<file path="config.mk">
export PLATFORM = sky130hd
export DESIGN_NAME = circular_queue_search_replace_unit
export DESIGN_NICKNAME = d
export VERILOG_FILES = /design/src/hdl/cqsr_pkg.sv /design/src/hdl/circular_queue_search_replace_unit.sv /design/src/hdl/cqsr_ram.sv /design/src/hdl/cqsr_ctrl.sv
export VERILOG_INCLUDE_DIRS = /design/src /design/src/hdl
export SDC_FILE = /design/constraint.sdc
export NUM_CORES = 1
export LEC_CHECK = 0
export BUFFER_PORTS_ARGS = -buffer_cell sky130_fd_sc_hd__buf_2
export CAP_MARGIN = 30
export CORE_ASPECT_RATIO = 0.9
export CORE_MARGIN = 5
export CORE_UTILIZATION = 40
export DETAILED_ROUTE_END_ITERATION = 8
export PLACE_DENSITY = 0.65
export SLEW_MARGIN = 30
export SYNTH_ARGS = -nofsm -noshare
export SYNTH_HDL_FRONTEND = slang
export SYNTH_HIERARCHICAL = 1
export SYNTH_SLANG_ARGS = --single-unit
</file>
<file path="constraint.sdc">
create_clock -name clk -period 3.6 [get_ports clk]
set_input_delay 0 -clock clk [delete_from_list [all_inputs] [get_ports clk]]
set_output_delay 0 -clock clk [all_outputs]
set_load 0.01 [all_outputs]
</file>
<file path="src/hdl/circular_queue_search_replace_unit_macros.svh">
// ---------------------------------------------------------------------------
// Assertion macros for the circular queue search and replace unit
// Concurrent assertion wrappers; they compile to nothing in synthesis.
// ---------------------------------------------------------------------------
`ifndef CIRCULAR_QUEUE_SEARCH_REPLACE_UNIT_MACROS_SVH
`define CIRCULAR_QUEUE_SEARCH_REPLACE_UNIT_MACROS_SVH
`ifndef SYNTHESIS
// Same-cycle implication, disabled while reset is asserted.
`define CQSR_ASSERT_SAME(lbl, clk, rst_n, ante, cons) \
    lbl: assert property (@(posedge clk) disable iff (!rst_n) (ante) |-> (cons)) \
        else $error("cqsr assertion failed");
// Next-cycle implication, disabled while reset is asserted.
`define CQSR_ASSERT_NEXT(lbl, clk, rst_n, ante, cons) \
    lbl: assert property (@(posedge clk) disable iff (!rst_n) (ante) |=> (cons)) \
        else $error("cqsr assertion failed");
`else
`define CQSR_ASSERT_SAME(lbl, clk, rst_n, ante, cons)
`define CQSR_ASSERT_NEXT(lbl, clk, rst_n, ante, cons)
`endif
`endif

</file>
<file path="src/hdl/cqsr_pkg.sv">
// ---------------------------------------------------------------------------
// cqsr_pkg
// Shared constants, types and pointer helpers of the circular queue unit.
// ---------------------------------------------------------------------------
package cqsr_pkg;

    // Number of slots in the ring.
    localparam int DEPTH = 16;
    localparam int PTR_W = (DEPTH > 1) ? $clog2(DEPTH) : 1;
    localparam int CNT_W = $clog2(DEPTH + 1);
    localparam int DATA_W = 8;

    typedef logic [PTR_W-1:0]  ptr_t;
    typedef logic [CNT_W-1:0]  cnt_t;
    typedef logic [DATA_W-1:0] data_t;

    // Request codes.
    localparam logic [2:0] FUNC_PUSH     = 3'd0;
    localparam logic [2:0] FUNC_POP      = 3'd1;
    localparam logic [2:0] FUNC_RENAME   = 3'd2;
    localparam logic [2:0] FUNC_LIST_FWD = 3'd3;
    localparam logic [2:0] FUNC_LIST_BWD = 3'd4;

    // Result status codes.
    localparam logic [1:0] STAT_OK       = 2'd0;
    localparam logic [1:0] STAT_FULL     = 2'd1;
    localparam logic [1:0] STAT_EMPTY    = 2'd2;
    localparam logic [1:0] STAT_NOTFOUND = 2'd3;

    // Sequencer states.
    typedef enum logic [1:0] {
        S_IDLE,
        S_POP,
        S_SCAN,
        S_LIST
    } state_t;

    // Memory access request from the sequencer.
    typedef struct packed {
        logic  we;
        ptr_t  waddr;
        data_t wdata;
        ptr_t  raddr;
    } ram_req_t;

    // Status of the sequencer seen by the top level.
    typedef struct packed {
        logic busy;
        cnt_t occupancy;
    } cqsr_stat_t;

    // Slot after p, wrapping at the end of the ring.
    function automatic ptr_t next_slot(input ptr_t p);
        return (p == PTR_W'(DEPTH - 1)) ? '0 : p + PTR_W'(1);
    endfunction

    // Slot before p, wrapping at the start of the ring.
    function automatic ptr_t prev_slot(input ptr_t p);
        return (p == '0) ? PTR_W'(DEPTH - 1) : p - PTR_W'(1);
    endfunction

endpackage

</file>
<file path="src/hdl/circular_queue_search_replace_unit.sv">
// ---------------------------------------------------------------------------
// circular_queue_search_replace_unit
// Ring buffer queue with push, pop, rename and two-way listing.
// ---------------------------------------------------------------------------
// Usage:
//   A request (func, entry_value, new_value) is taken on a clock edge where
//   start is high and busy is low. Results appear on out_value, status and
//   last for one cycle each, marked by result_valid; the receiver must take
//   them as they come, there is no way to hold them off.
//   Push: one result in the cycle after the request; busy never rises, so a
//   new request can follow on the next edge.
//   Pop: busy for one cycle while the head entry is read from the memory;
//   the result passes the memory's read register, then the result register.
//   Rename: reads one entry per cycle from head toward tail, busy until a
//   match is replaced or all entries, up to the ring depth (16), are read.
//   Lists: one result per cycle for each stored entry, busy until the last
//   one is sent, so up to 16 results per request.
//   A pop, rename or list on an empty queue, or a push on a full one, ends
//   with one status result in the cycle after. Unused codes give no result.
//   Reset empties the queue at once; the entry memory itself is not cleared.
// ---------------------------------------------------------------------------
`include "circular_queue_search_replace_unit_macros.svh"

module circular_queue_search_replace_unit (
    input  logic                 clk,
    input  logic                 rst_n,
    input  logic                 start,
    output logic                 busy,
    input  logic [2:0]           func,
    input  cqsr_pkg::data_t      entry_value,
    input  cqsr_pkg::data_t      new_value,
    output logic                 result_valid,
    output cqsr_pkg::data_t      out_value,
    output logic [1:0]           status,
    output logic                 last
);
    import cqsr_pkg::*;

    ram_req_t   ram_req;
    data_t      ram_rdata;
    cqsr_stat_t ctrl_stat;

    // Entry memory.
    cqsr_ram u_ram (
        .clk   (clk),
        .req   (ram_req),
        .rdata (ram_rdata)
    );

    // Request sequencer.
    cqsr_ctrl u_ctrl (
        .clk          (clk),
        .rst_n        (rst_n),
        .start        (start),
        .func         (func),
        .entry_value  (entry_value),
        .new_value    (new_value),
        .rdata        (ram_rdata),
        .req          (ram_req),
        .stat         (ctrl_stat),
        .result_valid (result_valid),
        .out_value    (out_value),
        .status       (status),
        .last         (last)
    );

    assign busy = ctrl_stat.busy;

    // An accepted push always answers on the next cycle.
    `CQSR_ASSERT_NEXT(a_push_answers, clk, rst_n, start && !busy && (func == FUNC_PUSH), result_valid)
    // Every error status closes its request.
    `CQSR_ASSERT_SAME(a_error_is_last, clk, rst_n, result_valid && (status != STAT_OK), last)
    // A result seen while idle is the final one of its request.
    `CQSR_ASSERT_SAME(a_idle_result_last, clk, rst_n, result_valid && !busy, last)
    // Occupancy never exceeds the ring depth.
    `CQSR_ASSERT_SAME(a_occ_bound, clk, rst_n, 1'b1, ctrl_stat.occupancy <= CNT_W'(DEPTH))

endmodule

</file>
<file path="src/hdl/cqsr_ram.sv">
// ---------------------------------------------------------------------------
// cqsr_ram
// Entry store of the ring: one write port, one read port, registered read.
// ---------------------------------------------------------------------------
module cqsr_ram (
    input  logic              clk,
    input  cqsr_pkg::ram_req_t req,
    output cqsr_pkg::data_t   rdata
);
    import cqsr_pkg::*;

    data_t mem [DEPTH];
    data_t rdata_reg;

    // Write and registered read; entries hold no reset value.
    always_ff @(posedge clk)
    begin
        if (req.we)
        begin
            mem[req.waddr] <= req.wdata;
        end
        rdata_reg <= mem[req.raddr];
    end

    assign rdata = rdata_reg;

endmodule

</file>
<file path="src/hdl/cqsr_ctrl.sv">
// ---------------------------------------------------------------------------
// cqsr_ctrl
// Request sequencer: pointers, occupancy, entry walk and result register.
// ---------------------------------------------------------------------------
module cqsr_ctrl (
    input  logic                 clk,
    input  logic                 rst_n,
    input  logic                 start,
    input  logic [2:0]           func,
    input  cqsr_pkg::data_t      entry_value,
    input  cqsr_pkg::data_t      new_value,
    input  cqsr_pkg::data_t      rdata,
    output cqsr_pkg::ram_req_t   req,
    output cqsr_pkg::cqsr_stat_t stat,
    output logic                 result_valid,
    output cqsr_pkg::data_t      out_value,
    output logic [1:0]           status,
    output logic                 last
);
    import cqsr_pkg::*;

    state_t state_reg, state_next;
    ptr_t   head_reg, head_next;
    ptr_t   tail_reg, tail_next;
    cnt_t   occ_reg, occ_next;
    ptr_t   ptr_reg, ptr_next;
    cnt_t   cnt_reg, cnt_next;
    data_t  key_reg, key_next;
    data_t  repl_reg, repl_next;
    logic   bwd_reg, bwd_next;
    logic   valid_reg, valid_next;
    data_t  value_reg, value_next;
    logic [1:0] status_reg, status_next;
    logic   last_reg, last_next;

    logic   is_empty;
    logic   is_full;
    logic   walk_end;
    ptr_t   list_start;
    ptr_t   walk_step;

    assign is_empty   = (occ_reg == '0);
    assign is_full    = (occ_reg == CNT_W'(DEPTH));
    assign walk_end   = ((cnt_reg + CNT_W'(1)) == occ_reg);
    assign list_start = (func == FUNC_LIST_FWD) ? head_reg : prev_slot(tail_reg);
    assign walk_step  = bwd_reg ? prev_slot(ptr_reg) : next_slot(ptr_reg);

    // Control registers.
    always_ff @(posedge clk or negedge rst_n)
    begin
        if (!rst_n)
        begin
            state_reg <= S_IDLE;
            head_reg  <= '0;
            tail_reg  <= '0;
            occ_reg   <= '0;
            valid_reg <= 1'b0;
        end
        else
        begin
            state_reg <= state_next;
            head_reg  <= head_next;
            tail_reg  <= tail_next;
            occ_reg   <= occ_next;
            valid_reg <= valid_next;
        end
    end

    // Walk and result payload registers.
    always_ff @(posedge clk)
    begin
        ptr_reg    <= ptr_next;
        cnt_reg    <= cnt_next;
        key_reg    <= key_next;
        repl_reg   <= repl_next;
        bwd_reg    <= bwd_next;
        value_reg  <= value_next;
        status_reg <= status_next;
        last_reg   <= last_next;
    end

    // Next state, memory requests and results.
    always_comb
    begin
        state_next  = state_reg;
        head_next   = head_reg;
        tail_next   = tail_reg;
        occ_next    = occ_reg;
        ptr_next    = ptr_reg;
        cnt_next    = cnt_reg;
        key_next    = key_reg;
        repl_next   = repl_reg;
        bwd_next    = bwd_reg;
        valid_next  = 1'b0;
        value_next  = '0;
        status_next = STAT_OK;
        last_next   = 1'b1;
        req.we      = 1'b0;
        req.waddr   = tail_reg;
        req.wdata   = entry_value;
        req.raddr   = ptr_reg;

        unique case (state_reg)
            S_IDLE:
            begin
                if (start)
                begin
                    unique case (func)
                        FUNC_PUSH:
                        begin
                            valid_next = 1'b1;
                            if (is_full)
                            begin
                                status_next = STAT_FULL;
                            end
                            else
                            begin
                                req.we    = 1'b1;
                                tail_next = next_slot(tail_reg);
                                occ_next  = occ_reg + CNT_W'(1);
                            end
                        end
                        FUNC_POP:
                        begin
                            if (is_empty)
                            begin
                                valid_next  = 1'b1;
                                status_next = STAT_EMPTY;
                            end
                            else
                            begin
                                req.raddr  = head_reg;
                                head_next  = next_slot(head_reg);
                                occ_next   = occ_reg - CNT_W'(1);
                                state_next = S_POP;
                            end
                        end
                        FUNC_RENAME:
                        begin
                            if (is_empty)
                            begin
                                valid_next  = 1'b1;
                                status_next = STAT_EMPTY;
                            end
                            else
                            begin
                                req.raddr  = head_reg;
                                ptr_next   = head_reg;
                                cnt_next   = '0;
                                key_next   = entry_value;
                                repl_next  = new_value;
                                state_next = S_SCAN;
                            end
                        end
                        FUNC_LIST_FWD, FUNC_LIST_BWD:
                        begin
                            if (is_empty)
                            begin
                                valid_next  = 1'b1;
                                status_next = STAT_EMPTY;
                            end
                            else
                            begin
                                req.raddr  = list_start;
                                ptr_next   = list_start;
                                cnt_next   = '0;
                                bwd_next   = (func == FUNC_LIST_BWD);
                                state_next = S_LIST;
                            end
                        end
                        default:
                        begin
                            // Unused request codes are dropped without a result.
                            state_next = S_IDLE;
                        end
                    endcase
                end
            end
            S_POP:
            begin
                valid_next = 1'b1;
                value_next = rdata;
                state_next = S_IDLE;
            end
            S_SCAN:
            begin
                // One stored entry compared per cycle, head toward tail.
                if (rdata == key_reg)
                begin
                    req.we     = 1'b1;
                    req.waddr  = ptr_reg;
                    req.wdata  = repl_reg;
                    valid_next = 1'b1;
                    state_next = S_IDLE;
                end
                else if (walk_end)
                begin
                    valid_next  = 1'b1;
                    status_next = STAT_NOTFOUND;
                    state_next  = S_IDLE;
                end
                else
                begin
                    ptr_next  = next_slot(ptr_reg);
                    req.raddr = next_slot(ptr_reg);
                    cnt_next  = cnt_reg + CNT_W'(1);
                end
            end
            S_LIST:
            begin
                // One entry reported per cycle in the chosen direction.
                valid_next = 1'b1;
                value_next = rdata;
                last_next  = walk_end;
                if (walk_end)
                begin
                    state_next = S_IDLE;
                end
                else
                begin
                    ptr_next  = walk_step;
                    req.raddr = walk_step;
                    cnt_next  = cnt_reg + CNT_W'(1);
                end
            end
        endcase
    end

    assign stat.busy      = (state_reg != S_IDLE);
    assign stat.occupancy = occ_reg;
    assign result_valid   = valid_reg;
    assign out_value      = value_reg;
    assign status         = status_reg;
    assign last           = last_reg;

endmodule
</file>
==> impl_results.md <==
* Status: finished, final reports clean
* Vias per cell at approximately 5.4
* Commonest non-fill, non-tap cells in the layout: edfxtp_1 (154), nand2_1 (41), nor2_1 (39)
* Asr flop ratio synth at 8.47%
* DIE WIDTH at between 150 and 200 µm
* Startpoint types: flop
* Clk root buf: clkbuf_16
* Hold Crit Class: in2async
* Initial antenna violation count at 0
* Share of layout cells above drive strength 1 at between 20% and 30%
* Clock-pin transition on the worst setup and hold timing paths at around 0.070 ns
* Power Density at between 700 and 800 nW/µm²
* Max incr delay on CP at between 0.6 and 0.7 ns
* Post-synthesis simple-gate area fraction at 8.54%
* Slew Viols, Final at 0
* EDFF count, synth at ~150
* Vias in the first global route at ~5000
* Antenna viol nets, final at 0
* Sequential share of the synthesized area at between 60 and 70%
* Top reg by flops: u_ram/mem
* Die Span Y at ~150 µm
* Worst Setup Path Type: reg2reg
* Slew of the pin with the lowest slew margin at around 0.82 ns
* Synth cell types at 65
* Tcrit/Tclk final at between 90% and 100%
* Fmax at between 200 and 300 MHz
* Largest net degree at the start of global routing at 33
* # Post-CTS Setup Buffers at 0
* Syn Inst Count at about 570
* Critical Path Sink Type: flop
* Final weighted congestion of routability-driven global placement at 0.882
* CP Max Fanout at 16
* Setup Skew at just over 0.009 ns
* I/O Buffers at 34
* Largest family of logic cells by synthesized area: multiplexers
* Final Net Count at 669
* Post-Route Utilization at a little under half
* Synthesized flop and latch total at approximately 190
* Synth Area in Compound Gates at 7.44%
* RSZ-0062 raised after global routing: false
* Fin Hold WS at 0.0199 ns
* Max reg flops at about 130
* Sum Neg Setup Slack at 0 ns
* Final WL at ~17000 µm
* WL per Instance at between 15 and 20 µm
* Final setup fails at 0
* Site row count at 50
* Area Growth Syn to Fin at 16.6%
* First-pass iteration count of the detailed router at 5
* Crit path cell chain: or4_1 -> nor2_4 -> mux2i_1 -> nor2_1 -> o31ai_1 -> o221ai_4 -> buf_12 -> mux4_1 -> a22oi_1 -> nand2_1
* First DRT Iteration DRCs at around 500
* DRC at 0
* Core Region at between 20000 and 25000 µm²
* Post-synthesis mux area share at between 10% and 20%
* Hpwl dp at between 10000 and 15000 µm
* DR vias at just over 5000
* Ys Warns at 6
* Die area at 23900 µm²
* Most common cell after layout, fill and taps aside: edfxtp_1
* I/O Pins at 35
* All-layer global routing usage at between 10 and 15%
* Lkg Pwr at ~0.0035 µW
* WP data required at around 3.9 ns
* Starting Density at 40.5%
* Worst rel slew slack at roughly 45%
* Deepest clock path buffer count at 2
* Skew-Pair Late Insertion Delay at 0.42 ns
* Top_reg_cell synth: edfxtp_1
* Ant diodes at 0
* Total Power at 7600 µW
* CTS tree: yes
* Clk sink count at roughly 190
* CTS buffer count at 17
* Adder-Cell Fraction of Synth Area at ~1.6%
* Worst VDD drop at ~0.00043 V
* Total gr overflow at 0
* Number of max-cap violations at 0
* Arr. time, crit path at 3.72 ns
* Global-route wire length before repair at 27400 µm
* Syn Nets at ~600
* CTS H-tree depth at 4
* Crit-path slowest cell: or4_1
* Xor/xnor share of the synthesized area at approximately 3.5%
* Endpoints failing hold at 0
* Avg Inst Size Synth at 14.8 µm²
* Minimum clock period at 3.42 ns
* Cell Area, Synth at 8380 µm²
final cells by class:
cell class / instances / area [µm²]
Fill cell: 1754 / 10900
Inverter: 15 / 56.3
Tap cell: 286 / 358
Clock inverter: 14 / 131
Multi-Input combinational cell: 333 / 2780
Timing Repair Buffer: 81 / 611
Clock buffer: 18 / 429
Sequential cell: 189 / 5410
what timing repair did:
item                                    CTS  global route
hold endpoints to repair                 36             0
gates resized for setup                   0             1
endpoints found under the setup margin    0             6
hold buffers                             18             0
report_power, final:
group	total, µW	internal [µW]	switching (µW)	leakage (µW)
combinational	2910	1380	1530	0.00144
clock	1760	914	850	0.000266
sequential	2920	2630	294	0.00175
total	7600	4930	2670	0.00346
critical path, delay by kind of cell, from the launching register on:
kind / cells / cell delay (ns)
AND/OR/NAND/NOR: 4 / 1.10
AO/OA/AOI/OAI: 3 / 0.83
multiplexers: 2 / 0.72
flip-flops: 1 / 0.43
buffers and inverters: 1 / 0.21
cell usage after synthesis, types with 3 or more instances:
library cell / instances / area (µm²)
edfxtp_1: 154 / 4620
nand2_1: 41 / 154
nor2_1: 39 / 146
a21oi_1: 23 / 115
xnor2_1: 22 / 193
o21ai_0: 21 / 105
dfxtp_1: 19 / 380
a22oi_1: 18 / 135
mux4_2: 18 / 405
dfrtp_1: 16 / 400
inv_1: 15 / 56.3
mux2_2: 15 / 169
mux4_1: 14 / 368
clkbuf_1: 13 / 48.8
nor3_1: 11 / 55.1
and2_1: 10 / 62.6
ha_1: 9 / 113
nand3_1: 9 / 45.0
xor2_1: 7 / 61.3
or3_1: 6 / 37.5
buf_2: 5 / 25.0
nand2b_1: 5 / 31.3
nor4_1: 5 / 31.3
buf_6: 4 / 45.0
mux2i_1: 4 / 40.0
and3_1: 3 / 18.8
buf_4: 3 / 22.5
clkdlybuf4s25_2: 3 / 30.0
nand3b_1: 3 / 22.5
nand4_1: 3 / 18.8
o221ai_1: 3 / 26.3
o22ai_1: 3 / 18.8
o31ai_1: 3 / 22.5
worst paths after layout:
kind / startpoint / endpoint / slack, ns / cells past startpoint
min in group clk: func[1] / u_ctrl/occ_reg[1] / 0.04 / 3
worst max-delay path: u_ctrl/occ_reg[0] / u_ram/rdata[5] / 0.18 / 10
worst min-delay path: rst_n / u_ctrl/head_reg[1] / 0.02 / 2
worst max register to register: u_ctrl/occ_reg[0] / u_ram/rdata[5] / 0.18 / 10
worst min register to register: u_ram/rdata[4] / u_ctrl/out_value[4] / 0.50 / 1
max in group asynchronous: rst_n / u_ctrl/state_reg[1] / 3.31 / 2
cells by family (layout without fill, tap and decap cells):
group / count (synthesis) / count (layout)
AO/OA/AOI/OAI: 94 / 94
AND/OR/NAND/NOR: 147 / 147
XOR/XNOR: 31 / 31
flip-flops: 189 / 189
multiplexers: 51 / 51
buffers and inverters: 43 / 128
adder cells (fa/ha/maj): 10 / 10
per-layer routing:
| layer | vias to the layer above | track usage [%] | wire length [µm] |
|---|---|---|---|
| met2 | 165 | 23.7 | 8200 |
| met3 | 17 | 3.34 | 1030 |
| li1 | 2325 | - | - |
| met4 | 0 | 4.07 | 233 |
| met5 | - | 0 | 0 |
| met1 | 2549 | 20.4 | 8000 |
stage by stage:
stage	instances	cell area, µm²	worst slack, ns
final	936	9770	0.178
after global routing	936	9770	0.0447
after CTS	935	9740	0.129
after detailed placement	885	9000	0.164
after global placement	885	9000	0.205
after floorplan	565	8380	0.448
Note: power is estimated with default switching activity, not from simulation.
